### src/hdl/ssrch_pkg.sv
// shared types and constants for the streaming substring search
package ssrch_pkg;

  localparam int MAX_PATTERN = 32;
  localparam int CHAR_BITS   = 8;
  localparam int INDEX_BITS  = 16;
  localparam int LEN_BITS    = $clog2(MAX_PATTERN + 1);
  localparam int STATUS_BITS = 2;

  // opcodes
  localparam logic OP_PATTERN = 1'b0;
  localparam logic OP_TEXT    = 1'b1;

  // result status codes
  localparam logic [STATUS_BITS-1:0] ST_NOT_FOUND = 2'd0;
  localparam logic [STATUS_BITS-1:0] ST_FOUND     = 2'd1;
  localparam logic [STATUS_BITS-1:0] ST_TOO_LONG  = 2'd2;
  localparam logic [STATUS_BITS-1:0] ST_SATURATED = 2'd3;

  localparam logic [INDEX_BITS-1:0] INDEX_MAX = {INDEX_BITS{1'b1}};
  localparam logic [LEN_BITS-1:0]   LEN_MAX   = LEN_BITS'(MAX_PATTERN);

  typedef struct packed {
    logic                 opcode;
    logic [CHAR_BITS-1:0] char_value;
    logic                 last;
  } in_item_t;

  typedef struct packed {
    logic [STATUS_BITS-1:0] status;
    logic [INDEX_BITS-1:0]  match_position;
  } out_item_t;

  // control broadcast to every cell of the chain
  typedef struct packed {
    logic start;   // new pattern: drop stored pattern and match bits
    logic load;    // pattern item: write into first free cell
    logic search;  // text item: advance the match bits
    logic flush;   // end of text: clear match bits after this item
  } cell_ctrl_t;

endpackage

### src/hdl/substring_search_stream.sv
// Streaming first-occurrence substring search. Pattern items (opcode 0) fill a row of
// MAX_PATTERN cells, one character per cell, until an item with last set; text items
// (opcode 1) then stream past all cells at once, each cell keeping whether the pattern
// prefix ending at it matches at the current text position. The item with last set on
// the text yields one result: status and start index of the earliest match. One item
// is accepted every cycle; every cell compares in parallel and hands its match bit to
// its right neighbor, and the result sits in an output register, so the input stalls
// only while that register holds a result that the output side stalls.
module substring_search_stream (
  input  logic                 clk_i,
  input  logic                 rst_ni,
  input  logic                 in_valid_i,
  input  ssrch_pkg::in_item_t  in_item_i,
  output logic                 in_stall_o,
  output logic                 out_valid_o,
  output ssrch_pkg::out_item_t out_item_o,
  input  logic                 out_stall_i
);
  import ssrch_pkg::*;

  logic                  in_acc;
  logic                  is_text;
  logic                  searching;
  logic                  text_end;
  cell_ctrl_t            ctrl;

  logic                  start_new_q, start_new_d;
  logic [LEN_BITS-1:0]   len_q, len_d, len_base;
  logic                  ovf_q, ovf_d;
  logic [INDEX_BITS-1:0] idx_q, idx_d, idx_next;
  logic                  found_q, found_d, found_now;
  logic [INDEX_BITS-1:0] pos_q, pos_d, pos_now;
  logic                  out_valid_q;
  out_item_t             out_q, out_d;

  logic [MAX_PATTERN-1:0] active;
  logic [MAX_PATTERN-1:0] match;
  logic [MAX_PATTERN-1:0] match_next;
  logic [MAX_PATTERN-1:0] tail;
  logic                   full_hit;

  // handshake
  assign in_stall_o  = out_valid_q & out_stall_i;
  assign in_acc      = in_valid_i & ~in_stall_o;
  assign out_valid_o = out_valid_q;
  assign out_item_o  = out_q;

  assign is_text   = (in_item_i.opcode == OP_TEXT);
  assign searching = in_acc & is_text & (idx_q != INDEX_MAX);
  assign text_end  = in_acc & is_text & in_item_i.last;

  always_comb begin
    ctrl.load   = in_acc & ~is_text;
    ctrl.start  = ctrl.load & start_new_q;
    ctrl.search = searching;
    ctrl.flush  = text_end;
  end

  // chain of cells
  for (genvar k = 0; k < MAX_PATTERN; k++) begin : g_cell
    logic prev_active;
    logic prev_match;
    if (k == 0) begin : g_head
      assign prev_active = 1'b1;
      assign prev_match  = 1'b1;
    end else begin : g_body
      assign prev_active = active[k-1];
      assign prev_match  = match[k-1];
    end
    ssrch_cell u_cell (
      .clk_i        (clk_i),
      .rst_ni       (rst_ni),
      .ctrl_i       (ctrl),
      .char_i       (in_item_i.char_value),
      .prev_active_i(prev_active),
      .prev_match_i (prev_match),
      .active_o     (active[k]),
      .match_o      (match[k]),
      .match_next_o (match_next[k])
    );
    // last filled cell of the pattern
    if (k == MAX_PATTERN - 1) begin : g_tail_end
      assign tail[k] = active[k];
    end else begin : g_tail_mid
      assign tail[k] = active[k] & ~active[k+1];
    end
  end

  assign full_hit = |(match_next & tail);

  // pattern length and overflow
  always_comb begin
    len_base    = ctrl.start ? '0 : len_q;
    len_d       = len_q;
    ovf_d       = ctrl.start ? 1'b0 : ovf_q;
    start_new_d = start_new_q;
    if (ctrl.load) begin
      if (len_base < LEN_MAX) begin
        len_d = len_base + LEN_BITS'(1);
      end else begin
        len_d = len_base;
        ovf_d = 1'b1;
      end
      start_new_d = in_item_i.last;
    end
    if (in_acc && is_text) begin
      start_new_d = 1'b1;
    end
  end

  // text index and earliest match
  always_comb begin
    idx_next  = (idx_q != INDEX_MAX) ? idx_q + INDEX_BITS'(1) : idx_q;
    found_now = found_q;
    pos_now   = pos_q;
    if (searching && !found_q && full_hit) begin
      found_now = 1'b1;
      pos_now   = idx_q - INDEX_BITS'(len_q) + INDEX_BITS'(1);
    end
    idx_d   = idx_q;
    found_d = found_q;
    pos_d   = pos_q;
    if (ctrl.start || text_end) begin
      idx_d   = '0;
      found_d = 1'b0;
      pos_d   = '0;
    end else if (in_acc && is_text) begin
      idx_d   = idx_next;
      found_d = found_now;
      pos_d   = pos_now;
    end
  end

  // result of the item that ends the text
  always_comb begin
    out_d.match_position = '0;
    if (len_q == '0) begin
      out_d.status = ST_NOT_FOUND;
    end else if (ovf_q) begin
      out_d.status = ST_TOO_LONG;
    end else if (found_now) begin
      out_d.status         = ST_FOUND;
      out_d.match_position = pos_now;
    end else if (idx_next == INDEX_MAX) begin
      out_d.status = ST_SATURATED;
    end else begin
      out_d.status = ST_NOT_FOUND;
    end
  end

  always_ff @(posedge clk_i or negedge rst_ni) begin
    if (!rst_ni) begin
      start_new_q <= 1'b1;
      len_q       <= '0;
      ovf_q       <= 1'b0;
      idx_q       <= '0;
      found_q     <= 1'b0;
      pos_q       <= '0;
      out_valid_q <= 1'b0;
    end else begin
      start_new_q <= start_new_d;
      len_q       <= len_d;
      ovf_q       <= ovf_d;
      idx_q       <= idx_d;
      found_q     <= found_d;
      pos_q       <= pos_d;
      if (text_end) begin
        out_valid_q <= 1'b1;
      end else if (!out_stall_i) begin
        out_valid_q <= 1'b0;
      end
    end
  end

  // output register
  always_ff @(posedge clk_i) begin
    if (text_end) begin
      out_q <= out_d;
    end
  end

endmodule

### src/hdl/ssrch_cell.sv
// one cell of the chain: a pattern character, its fill flag and its match bit
module ssrch_cell (
  input  logic                           clk_i,
  input  logic                           rst_ni,
  input  ssrch_pkg::cell_ctrl_t          ctrl_i,
  input  logic [ssrch_pkg::CHAR_BITS-1:0] char_i,
  input  logic                           prev_active_i,
  input  logic                           prev_match_i,
  output logic                           active_o,
  output logic                           match_o,
  output logic                           match_next_o
);
  import ssrch_pkg::*;

  logic [CHAR_BITS-1:0] char_q;
  logic                 active_q, active_d;
  logic                 match_q, match_d;
  logic                 wr;
  logic                 hit;

  // fill flag as seen after a new-pattern clear
  assign active_o = active_q & ~ctrl_i.start;
  assign match_o  = match_q;

  // this cell takes the character when it is the first free one
  assign wr       = ctrl_i.load & prev_active_i & ~active_o;
  assign active_d = active_o | wr;

  // prefix ending here extends the prefix held by the left neighbor
  assign hit          = prev_match_i & active_q & (char_q == char_i);
  assign match_next_o = hit;

  always_comb begin
    match_d = match_q;
    if (ctrl_i.search) begin
      match_d = hit;
    end
    if (ctrl_i.start || ctrl_i.flush) begin
      match_d = 1'b0;
    end
  end

  always_ff @(posedge clk_i or negedge rst_ni) begin
    if (!rst_ni) begin
      active_q <= 1'b0;
      match_q  <= 1'b0;
    end else begin
      active_q <= active_d;
      match_q  <= match_d;
    end
  end

  // stored character
  always_ff @(posedge clk_i) begin
    if (wr) begin
      char_q <= char_i;
    end
  end

endmodule
### config.mk
export PLATFORM = sky130hd
export DESIGN_NAME = substring_search_stream
export DESIGN_NICKNAME = d
export VERILOG_FILES = /design/src/hdl/ssrch_pkg.sv /design/src/hdl/substring_search_stream.sv /design/src/hdl/ssrch_cell.sv
export SDC_FILE = /design/constraint.sdc
export NUM_CORES = 1
export LEC_CHECK = 0
export BUFFER_PORTS_ARGS = -buffer_cell sky130_fd_sc_hd__buf_4
export CAP_MARGIN = 15
export CORE_UTILIZATION = 65
export CTS_CLUSTER_SIZE = 14
export DETAILED_ROUTE_END_ITERATION = 12
export PLACE_DENSITY = 0.92
export REMOVE_ABC_BUFFERS = 1
export SETUP_SLACK_MARGIN = 0.4
export SKIP_LAST_GASP = 1
export SYNTH_ARGS = -nofsm -noshare
export SYNTH_HDL_FRONTEND = slang
export SYNTH_SLANG_ARGS = --single-unit
### constraint.sdc
create_clock -name clk_i -period 7.1 [get_ports clk_i]
set_input_delay 1.065 -clock clk_i [delete_from_list [all_inputs] [get_ports clk_i]]
set_output_delay 1.065 -clock clk_i [all_outputs]
set_load 0.02 [all_outputs]
# Word-level counts from Yosys, hierarchy flattened
# Cells that the tools add are included.
[totals]
register_bits = 379
input_bits = 14
out_inout_bits = 20
[classes]
add_sub_neg = 4
magnitude_cmp = 1
eq_ne = 35
mux = 83
bitwise = 265
n_reduce_logical = 12
[op_table]
columns = ["op", "count"]
rows = [
  ["8-bit equality test", 32],
  ["1-bit AND", 196],
  ["16-bit two-way mux", 6],
  ["1-bit two-way mux", 72],
  ["1-bit inverter", 36],
  ["16-bit by 1-bit adder with 16-bit output, second input constant", 2],
  ["32-bit AND", 1],
  ["1-bit OR", 32],
  ["32-bit OR reduction", 1],
  ["16-bit equality test, second input constant", 1],
  ["16-bit != test, second input constant", 1],
  ["16-bit by 6-bit subtractor with 16-bit output", 1],
  ["6-bit two-way mux", 2],
  ["6-bit by 1-bit adder with 6-bit output, second input constant", 1],
  ["6-bit zero test", 1],
  ["6-bit < comparator, second input constant", 1],
  ["2-bit two-way mux", 3],
  ["2-bit nonzero test", 3],
  ["1-bit logical AND", 3],
  ["3-bit OR reduction", 1],
  ["2-bit by 1-bit != test with 1-bit output, second input constant", 1],
  ["2-bit OR reduction", 1],
  ["1-bit zero test", 1],
  ["1-bit logical OR", 1],
]

# Logic depth before layout (Yosys ltp)
# Gate-level depths: netlist of run 1.
[depth]
ltp_word = 15
ltp_mapped = 15

# Cells and area by module
# From an unflattened synthesis of run 1, not the netlist that was laid out.
[unflattened]
cells_unflattened = 1445
hier_area_um2 = 18016.0
[modules_own_cells]
columns = ["mod", "instances", "cells_per_inst", "area_each_um2", "seq_area_each_um2"]
rows = [
  ["ssrch_cell", 32, 30, 427.9, 290.3],
  ["substring_search_stream", 1, 485, 4322.9, 1592.8],
]

# Worst setup path before layout of run 1
# Ideal clock, no wire load.
[synth_path]
path_kind = "input -> register"
startpoint = "input in_item_i[1] (netlist bit)"
endpoint = "register out_q, in the netlist out_item_o[10], data pin"
setup_ps = 256
arrival_time_ps = 3513
required_ps = 6844
slack_ps = 3330
cell_stages = 14
n_path_buf = 6
cell_sequence = "buf_4 > buf_12 > xnor2_1 > and3_4 > nand3_2 > o221ai_1 > or4_1 > buf_2 > or3_1 > buf_2 > and4b_1 > buf_6 > buf_6 > a22o_1"
[synth_between]
elab_chain_cells = 8
[synth_rtl]
columns = ["item", "line_no", "text"]
rows = [
  ["from (decl)", "substring_search_stream.sv:13", "input ssrch_pkg::in_item_t in_item_i,"],
  ["8-bit equality test", "ssrch_cell.sv:30", "assign hit = prev_match_i & active_q & (char_q == char_i);"],
  ["1-bit AND", "ssrch_cell.sv:30", ""],
  ["32-bit AND *", "substring_search_stream.sv:89", "assign full_hit = |(match_next & tail);"],
  ["32-bit OR reduction *", "substring_search_stream.sv:89", ""],
  ["1-bit logical AND *", "substring_search_stream.sv:116", "if (searching && !found_q && full_hit) begin"],
  ["1-bit two-way mux", "substring_search_stream.sv:116", ""],
  ["1-bit inverter (no line)", "-", ""],
  ["3-bit OR reduction (no line)", "-", ""],
  ["to (signal assigned)", "substring_search_stream.sv:178", "out_q <= out_d;"],
  ["to (decl)", "substring_search_stream.sv:34", "out_item_t out_q, out_d;"],
]
# Mark *: on every way between the ends. The rest lies on a longest branch, timed or not.
# A chain may end at the register's enable or synchronous reset.

# Final worst setup path of run 1
[layout_path]
startpoint = "input in_item_i[7] (netlist bit)"
endpoint = "register out_q, in the netlist out_item_o[1], data pin"
# The elaborated chain is that of the path after synthesis.

==> results of run 1 <==
-- worst reg2reg max path, stage by stage, from the launching register on --
cell and delay [ns]:
dfrtp_1 0.48, ha_1 0.30, nand3_1 0.27, or4_1 0.90
nand2_1 0.49, nor3_1 0.09, buf_4 0.22, nor2_1 0.86
o21a_1 0.19, nor2_1 0.05, a21bo_2 0.21
-- routing by layer --
metal  vias to the layer above  routed length [um]  global-route usage
li1                       5312                   -                   -
met5                         -                  12                   0
met1                      5963               16400               0.401
met4                         2                1980               0.141
met3                       176                4210              0.0662
met2                       794               20600               0.494
-- power by group --
part	internal [mW]	switching, mW
Clock	1.16	0.844
Sequential	2.42	0.0671
Combinational	0.180	0.344
Total	3.76	1.26
-- sequential cells by signal (all words and copies together), names as in the netlist --
| register | cells |
|---|---|
| g_cell.u_cell.active_q | 32 |
| ovf_q | 1 |
| out_valid_o | 1 |
| g_cell.u_cell.char_q | 256 |
| start_new_q | 1 |
| pos_q | 16 |
| found_q | 1 |
| out_item_o | 18 |
| idx_q | 16 |
| g_cell.u_cell.match_o | 31 |
| len_q | 6 |
-- kinds of logic after synthesis --
family	share of synthesized area
simple gates	0.130
flops	0.601
xor+xnor	0.129
compound gates	0.0769
buf+inv	0.0393
fa+ha+maj	0.0226
mux	0.00173
-- cell type report --
cell class | instances | area, sq um
Tap cell | 372 | 465
Sequential cell | 379 | 10900
Clock inverter | 16 | 150
Fill cell | 1587 | 7450
Timing Repair Buffer | 59 | 418
Inverter | 37 | 139
Multi-Input combinational cell | 948 | 6520
Clock buffer | 56 | 1100
-- per-stage QoR --
stage / power, mW / instances / hold slack (ns)
after floorplan: 2.81 / 1364 / 0.449
after global placement: 3.01 / 1785 / 0.468
after detailed placement: 3.03 / 1785 / 0.476
after CTS: 5.01 / 1857 / 0.490
after global routing: 5.15 / 1867 / 0.520
final: 5.02 / 1867 / 0.494
-- worst max path at each step --
stage | startpoint | end | slack, ns | cells past startpoint
finish | in_item_i[7] | out_item_o[1] | 2.21 | 10
CTS | in_item_i[7] | out_item_o[1] | 2.39 | 10
detailed placement | in_item_i[7] | out_item_o[1] | 1.86 | 10
global route | in_item_i[7] | out_item_o[6] | 2.17 | 10
floorplan | in_valid_i | pos_q[13] | 1.91 | 7
global placement | in_item_i[7] | out_item_o[2] | 1.90 | 10
-- layout by cell type (no fill, tap or decap), types with 9 or more instances in the layout --
master / instances
o21ai_0: 44
nor3_1: 42
nand3_1: 59
clkbuf_16: 40
inv_1: 36
xor2_1: 108
a21oi_1: 62
xnor2_1: 156
nand4_1: 44
o21a_1: 18
clkbuf_1: 12
and3_1: 13
buf_4: 49
ha_1: 31
nor2_1: 88
nor4_1: 42
a22o_1: 29
dfrtp_1: 104
nor3b_1: 25
buf_2: 9
or4_1: 9
edfxtp_1: 274
nand2_1: 69
==> flow_summary.yaml, run 1 <==
status:
  status: "complete, no violations"
setup_path:
  crit_type: "input port to register"
  r2r_start: "idx_q[0]"
  worstPathRequired_ns: 7.38
  crit_family: "simple AND/OR/NAND/NOR gates"
  crit_chain: "buf_4 -> buf_4 -> xor2_1 -> nor4_1 -> nand3_1 -> nor4bb_1 -> nand3_1 -> or3_1 -> and4b_1 -> a22o_1"
  timing.rr.end: "pos_q[13]"
  cp_slowest_cell: "or3_1"
  rr_worst_depth: 10
  crit_path_max_incr_delay_ns: 0.77
  crit_arrival_ns: 5.17
  crit_path_start_kind: "input port"
  critPathMaxFanout: 44
  r2r_slack_ns: 2.99
  crit_buf_inv: 2
  endpoint_kind: "register"
clock_tree:
  tritoncts: "yes"
  cts_root_buf: "clkbuf_16"
  cts_made_buffers: 39
  htreeDepth: 2
  clkTransAtPathRegs_ns: 0.07
  clockBufferDepth: 3
  insertion_delay_ns: 0.54
  numClockSinks: 379
  post_cts_resized: 0
  post_cts_buffers: 0
  hold_buffers: 0
power:
  p_leak_nw: 7.18
  p_per_area_nw_per_um2: 255
  irDropWorstVdd_uv: 208
timing:
  finClkSkew_ns: 0.0201
  max_freq_mhz: 205
  fin_ws_ns: 2.21
  tightestPinTransition_ns: 1.21
  period_share: 0.689
  setup_viol_count_final: 0
  rsz0062_at_grt: "no"
  final_hold_viol_count: 0
  slew_viol_final: 0
  finalSetupTns_ns: 0
  min_period_ns: 4.89
  relSlewSlack: 0.194
flow_run:
  max-cap-violations: 0
drt:
  drt-pass1-iter-count: 5
  first_iter_violations: 1417
  wire_per_inst_um: 23.1
  vias: 12247
  via_per_inst: 6.56
  routed_wl_um: 43200
  drc: 0
  ant_nets: 0
cells_and_area:
  design_area_sq_um: 19600
  area_growth_syn_to_layout_pct: 8.72
  diodes: 0
  drive_above_1_share: 0.0896
  utilization: 0.725
  num-nets-final: 1510
logic_synthesis:
  synth_top_area_share: 0.455
  yosys-top-cells-area: "edfxtp_1 (46%), dfrtp_1 (14%), xnor2_1 (7.6%), xor2_1 (5.2%), ha_1 (2.1%)"
  syn_area_per_cell_sq_um: 12.6
  synth-async-reset-ratio: 0.277
  synthesis.area_sq_um: 18100
  ys_warn_count: 0
  ys_ff_latch: 379
  synth_enable_flop_cells: 274
  yosysMostFrequentCell: "edfxtp_1"
  synth_cell_types: 72
  netlist_instances: 1439
  ys.flop_type: "edfxtp_1"
  ys_seq_area_frac: 0.601
  yosys-top-cells-count: "edfxtp_1 (274), xnor2_1 (156), xor2_1 (108), dfrtp_1 (104), nor2_1 (91)"
  synth_top_area_cell: "edfxtp_1"
worst_hold_path:
  hp-class: "register to register"
  worstHoldEndpoint: "g_cell[29].u_cell.match_o"
  hold_depth: 2
  hp-start: "g_cell[29].u_cell.match_o"
placement:
  placed_cell_area_sq_um: 18300
  dp_hpwl_um: 25200
  gp_congestion: 0.906
  post-place-ws_ns: 1.86
  place.port_buffers: 33
grt:
  grt_pass1_wl_um: 66700
  gr-total-overflow: 0
  grt_pass1_vias: 11977
  gr-usage-all-layers: 0.306
  grt_max_degree: 67
  antenna_found_initial: 1
floorplan:
  io_pins: 34
  die_x_um: 169
  core-area_sq_um: 27100
  rows: 60
  die_area_sq_um: 28500
  initial_core_util: 0.667
  fp.dieH_um: 169
No activity file was read; power rests on OpenSTA's default activity.
==> inputs of run 2 (changes only) <==
--- a/config.mk
+++ b/config.mk
@@ -7,10 +7,10 @@
 export LEC_CHECK = 0
 export BUFFER_PORTS_ARGS = -buffer_cell sky130_fd_sc_hd__buf_4
 export CAP_MARGIN = 15
-export CORE_UTILIZATION = 65
+export CORE_UTILIZATION = 57
 export CTS_CLUSTER_SIZE = 14
 export DETAILED_ROUTE_END_ITERATION = 12
-export PLACE_DENSITY = 0.92
+export PLACE_DENSITY = 0.86
 export REMOVE_ABC_BUFFERS = 1
 export SETUP_SLACK_MARGIN = 0.4
 export SKIP_LAST_GASP = 1
==> constraint.sdc (replaced) <==
create_clock -name clk_i -period 4 [get_ports clk_i]
set_input_delay 0.6 -clock clk_i [delete_from_list [all_inputs] [get_ports clk_i]]
set_output_delay 0.6 -clock clk_i [all_outputs]
set_load 0.02 [all_outputs]
==> run 2 against run 1 <==
Against the previous run: utilization decreased by 7.5 points; setup slack got worse by 1.5 ns; final cell count increased by 4.0%; non-clock buffer count increased by 53; critical endpoint is now out_item_o[15]; register-to-register slack got worse by 2.3 ns; worst hold slack got worse by 0.31 ns.
==> flow_summary.yaml, run 2 (synthesized netlist as in run 1, its figures left out) <==
floorplan:
  rows: 64
  core-area_sq_um: 30900
  die_x_um: 180
  initial_core_util: 0.585
  io_pins: 34
  fp.dieH_um: 180
  die_area_sq_um: 32400
power:
  p_per_area_nw_per_um2: 431
  irDropWorstVdd_uv: 366
  p_leak_nw: 7.44
setup_path:
  worstPathRequired_ns: 4.38
  crit_type: "input port to register"
  critPathMaxFanout: 31
  cp_common_cell: "buf_4"
  crit_buf_inv: 2
  r2r_slack_ns: 0.73
  crit_chain: "buf_4 -> buf_4 -> xnor2_1 -> nand3_1 -> nor3_1 -> a2111oi_4 -> o2111ai_2 -> or3_1 -> and4b_1 -> a22o_1"
  crit_family: "simple AND/OR/NAND/NOR gates"
  crit_arrival_ns: 3.69
  crit_path_max_incr_delay_ns: 0.67
  cp_slowest_cell: "nor3_1"
  endpoint_kind: "register"
  crit_path_start_kind: "input port"
timing:
  setup_viol_count_final: 0
  max_freq_mhz: 301
  fin_ws_ns: 0.683
  rsz0062_at_grt: "no"
  period_share: 0.829
  min_period_ns: 3.32
  final_hold_viol_count: 0
  finClkSkew_ns: 0.00964
  tightestPinTransition_ns: 1.13
  finalSetupTns_ns: 0
  relSlewSlack: 0.243
  slew_viol_final: 0
clock_tree:
  cts_made_buffers: 39
  post_cts_buffers: 0
  cts_root_buf: "clkbuf_16"
  clkTransAtPathRegs_ns: 0.06
  htreeDepth: 2
  tritoncts: "yes"
  numClockSinks: 379
  clockBufferDepth: 3
  insertion_delay_ns: 0.52
  post_cts_resized: 0
  hold_buffers: 0
cells_and_area:
  area_growth_syn_to_layout_pct: 11.2
  final_cell_mix: "edfxtp_1 (274), xnor2_1 (156), xor2_1 (108), buf_4 (105), dfrtp_1 (104)"
  layout_commonest_cell: "edfxtp_1"
  largest_reg_flops: 256
  nFillCells: 2097
  design_area_sq_um: 20100
  drive_above_1_share: 0.118
  regMostFlops: "g_cell.u_cell.char_q"
  diodes: 0
  num-nets-final: 1563
placement:
  place.port_buffers: 33
  post-place-ws_ns: 0.195
  dp_hpwl_um: 26600
  gp_congestion: 0.858
  placed_cell_area_sq_um: 18900
grt:
  grt_pass1_vias: 12189
  antenna_found_initial: 0
  grt_pass1_wl_um: 65200
  gr-total-overflow: 0
  gr-usage-all-layers: 0.254
  grt_max_degree: 67
drt:
  wire_per_inst_um: 20.9
  drc: 0
  routed_wl_um: 40500
  drt-pass1-iter-count: 7
  first_iter_violations: 1338
  ant_nets: 0
  vias: 12039
  via_per_inst: 6.20
worst_hold_path:
  hp-class: "input port to asynchronous set/reset pin"
flow_run:
  max-cap-violations: 0
status:
  status: "complete, no violations"
-- run 2: cell count changes in the layout (fill, tap and decap cells not counted), moves of 2 or more --
cell / previous run / this run
buf_2: 9 / 0
buf_4: 49 / 105
clkinv_1: 3 / 10
bufinv_16: 2 / 0
clkinvlp_4: 3 / 1
buf_12: 0 / 7
clkbuf_1: 12 / 8
-- run 2: worst register-to-register path: stages, from the launching register on --
cell,delay (ns)
dfrtp_1,0.44
inv_1,0.07
ha_1,0.27
inv_1,0.04
ha_1,0.20
inv_1,0.09
fa_1,0.21
nor2b_1,0.06
o21a_1,0.18
o21ai_0,0.22
a21oi_1,0.16
a41o_1,0.29
o41a_1,0.33
xnor2_1,0.36
a22o_1,0.21
-- run 2: metal layers --
layer	up-vias	track usage	part of all wire
met3	107	0.0449	0.082
met2	588	0.429	0.50
met5	-	0	0
met4	0	0.0903	0.030
li1	5415	-	-
met1	5929	0.332	0.39
-- run 2: power breakdown --
part / total, mW / internal [mW] / switching (mW)
Sequential: 4.40 / 4.30 / 0.102
Clock: 3.32 / 1.88 / 1.43
Combinational: 0.939 / 0.349 / 0.590
Total: 8.66 / 6.53 / 2.13
-- run 2: path summary, 6_finish.rpt --
check | startpoint | end | depth (start not counted)
worst min register to register | g_cell[18].u_cell.match_o | g_cell[18].u_cell.match_o | 1
min in group clk_i | in_item_i[0] | out_valid_o | 3
worst max-delay path | in_item_i[1] | out_item_o[15] | 10
worst min-delay path | rst_ni | idx_q[14] | 1
worst max register to register | idx_q[1] | out_item_o[15] | 14
max in group asynchronous | rst_ni | g_cell[16].u_cell.match_o | 2
-- run 2: area by class of cell --
class | count | area, sq um | area share
Sequential cell | 379 | 10900 | 0.540
Multi-Input combinational cell | 948 | 6520 | 0.324
Clock buffer | 52 | 1070 | 0.0535
Timing Repair Buffer | 112 | 928 | 0.0462
Tap cell | 396 | 495 | 0.0247
Inverter | 37 | 139 | 0.00691
Clock inverter | 18 | 88.8 | 0.00442
-- run 2: metrics by stage --
step	cells	util	hold WS, ns	power (mW)
after global placement	1872	0.613	0.467	5.35
after floorplan	1364	-	0.304	4.98
after detailed placement	1872	0.613	0.479	5.39
after CTS	1942	0.650	0.235	8.68
final	1942	0.650	0.183	8.66
after global routing	1942	0.650	0.277	8.94
==> inputs of run 3 (changes only) <==
==> constraint.sdc (replaced) <==
create_clock -name clk_i -period 3.02 [get_ports clk_i]
set_input_delay 0.453 -clock clk_i [delete_from_list [all_inputs] [get_ports clk_i]]
set_output_delay 0.453 -clock clk_i [all_outputs]
set_load 0.02 [all_outputs]
==> run 3 against run 2 <==
Against the previous run: die area unchanged; via count up 7.1%; sequential power up 32%; clock power up 45%; register-to-register slack worse by 0.67 ns; wire length up 11%; power up 41%; utilization up 4.6 points; final cell count up 6.0%; non-clock buffer count up 115; first-iteration DRC count up 7.1%; largest power group unchanged.
==> flow_summary.yaml, run 3 (synthesized netlist as in run 1, its figures left out) <==
status:
  status: "complete, no violations"
timing:
  tightestPinTransition_ns: 1.09
  period_share: 0.980
  min_period_ns: 2.96
  finalSetupTns_ns: 0
  rsz0062_at_grt: "yes"
  relSlewSlack: 0.269
  slew_viol_final: 0
  finClkSkew_ns: 0.0204
  max_freq_mhz: 338
  final_hold_viol_count: 0
  setup_viol_count_final: 0
  finalHoldWorstSlack_ns: 0.198
setup_path:
  r2r_slack_ns: 0.06
  cp_common_cell: "inv_2"
  worstPathRequired_ns: 3.29
  crit_type: "register to register"
  crit_chain: "inv_2 -> ha_4 -> inv_2 -> ha_4 -> inv_2 -> fa_2 -> nor2b_1 -> o21a_1 -> o21ai_2 -> a21oi_2 -> a41o_1 -> o41a_1 -> xnor2_2 -> a22o_1"
  endpoint_kind: "register"
  critPathMaxFanout: 2
  crit_path_max_incr_delay_ns: 0.39
  crit_arrival_ns: 3.23
  crit_path_start_kind: "register"
  cp_slowest_cell: "dfrtp_1"
drt:
  wire_per_inst_um: 21.9
  vias: 12888
  drt-pass1-iter-count: 6
  via_per_inst: 6.26
  routed_wl_um: 45000
  first_iter_violations: 1433
  drc: 0
  ant_nets: 0
clock_tree:
  tritoncts: "yes"
  clkTransAtPathRegs_ns: 0.07
  htreeDepth: 2
  numClockSinks: 379
  cts_root_buf: "clkbuf_16"
  cts_made_buffers: 38
  clockBufferDepth: 3
  insertion_delay_ns: 0.53
floorplan:
  fp.dieH_um: 180
  initial_core_util: 0.585
  core-area_sq_um: 30900
  die_area_sq_um: 32400
  rows: 64
  die_x_um: 180
  io_pins: 34
grt:
  grt_max_degree: 102
  gr-usage-all-layers: 0.274
  gr-total-overflow: 0
  antenna_found_initial: 0
  grt_pass1_vias: 12985
  grt_pass1_wl_um: 70000
cells_and_area:
  regMostFlops: "g_cell.u_cell.char_q"
  nFillCells: 1905
  final_cell_mix: "edfxtp_1 (274), buf_4 (202), xnor2_1 (152), xor2_1 (106), dfrtp_1 (101)"
  layout_commonest_cell: "edfxtp_1"
  finalNonFillerCells: 2058
  num-nets-final: 1678
  drive_above_1_share: 0.208
  diodes: 0
  area_growth_syn_to_layout_pct: 19.1
  largest_reg_flops: 256
power:
  p_per_area_nw_per_um2: 569
  intPower_mw: 9.18
  p_leak_nw: 8.15
  power_mw: 12.2
  p_sw_frac: 0.249
  p_comb_frac: 0.132
  irDropWorstVdd_uv: 540
  seq_power_share: 0.476
  clkPwrFrac: 0.393
  switchingPower_mw: 3.05
placement:
  place.port_buffers: 33
  place_inst: 1970
  gp_congestion: 0.869
  dp_hpwl_um: 28300
flow_run:
  max-cap-violations: 0
worst_hold_path:
  hp-class: "input port to register"
==> run 3: cell types whose count changed in the layout (fill, tap and decap cells not counted), moves of 5 or more <==
cell      change
buf_4        +97
a21oi_1       -5
buf_12       +10
clkinv_1      -7
ha_1          -7
==> run 3: power by group through the flow <==
| stage | registers (mW) | logic, mW | clock network, mW |
|---|---|---|---|
| after floorplan | 5.89 | 0.704 | 0 |
| after global placement | 5.91 | 1.30 | 0 |
| after detailed placement | 5.91 | 1.34 | 0 |
| after CTS | 5.81 | 1.44 | 4.86 |
| after global routing | 5.83 | 1.70 | 5.04 |
| final | 5.82 | 1.61 | 4.80 |
==> run 3: repair_timing <==
action / 4_1_cts / 5_1_grt
setup buffers: 10 / 5
cloned: 0 / 2
resized for setup: 40 / 28
hold endpoints to repair: 4 / 0
pin swaps: 15 / 15
setup endpoints to repair: 47 / 39
hold buffers: 1 / 0
==> run 3: final cells by class <==
class | instances | area [sq um] | area share
well taps | 396 | 495 | 0.0230
flip-flops and latches | 379 | 10900 | 0.505
multi-input cells | 949 | 6790 | 0.316
inverters | 37 | 139 | 0.00645
clock buffers | 53 | 1060 | 0.0492
clock inverters | 17 | 206 | 0.00959
repair buffers | 227 | 1970 | 0.0914
==> run 3: worst max-delay path: cells and delay by family, from the launching register on <==
family          cells  cell delay [ns]
simple gates        1             0.05
compound gates      6             1.27
xor+xnor            1             0.19
buf+inv             3             0.18
fa+ha+maj           3             0.62
flops               1             0.39
==> run 3: path summary, 6_finish.rpt <==
path / to / startpoint / cells after the start
worst max-delay path: out_item_o[15] / idx_q[1] / 14
worst min-delay path: out_valid_o / out_stall_i / 3
worst max register to register: out_item_o[15] / idx_q[1] / 14
worst min register to register: g_cell[21].u_cell.match_o / g_cell[21].u_cell.match_o / 2
max in group asynchronous: g_cell[12].u_cell.active_q / rst_ni / 3
min in group asynchronous: pos_q[14] / rst_ni / 2
==> run 3: layer usage <==
layer | track usage | part of all wire
met3 | 0.0629 | 0.10
met4 | 0.123 | 0.047
met5 | 0.00741 | 0
met2 | 0.451 | 0.48
met1 | 0.348 | 0.37
==> run 3: metrics by stage <==
| step | setup WS [ns] | util | cell area [sq um] |
|---|---|---|---|
| after global routing | -0.0154 | 0.696 | 21500 |
| after global placement | -0.290 | 0.640 | 19800 |
| after floorplan | -1.63 | - | 17500 |
| after CTS | 0.115 | 0.690 | 21300 |
| final | 0.0596 | 0.696 | 21500 |
| after detailed placement | -0.358 | 0.640 | 19800 |
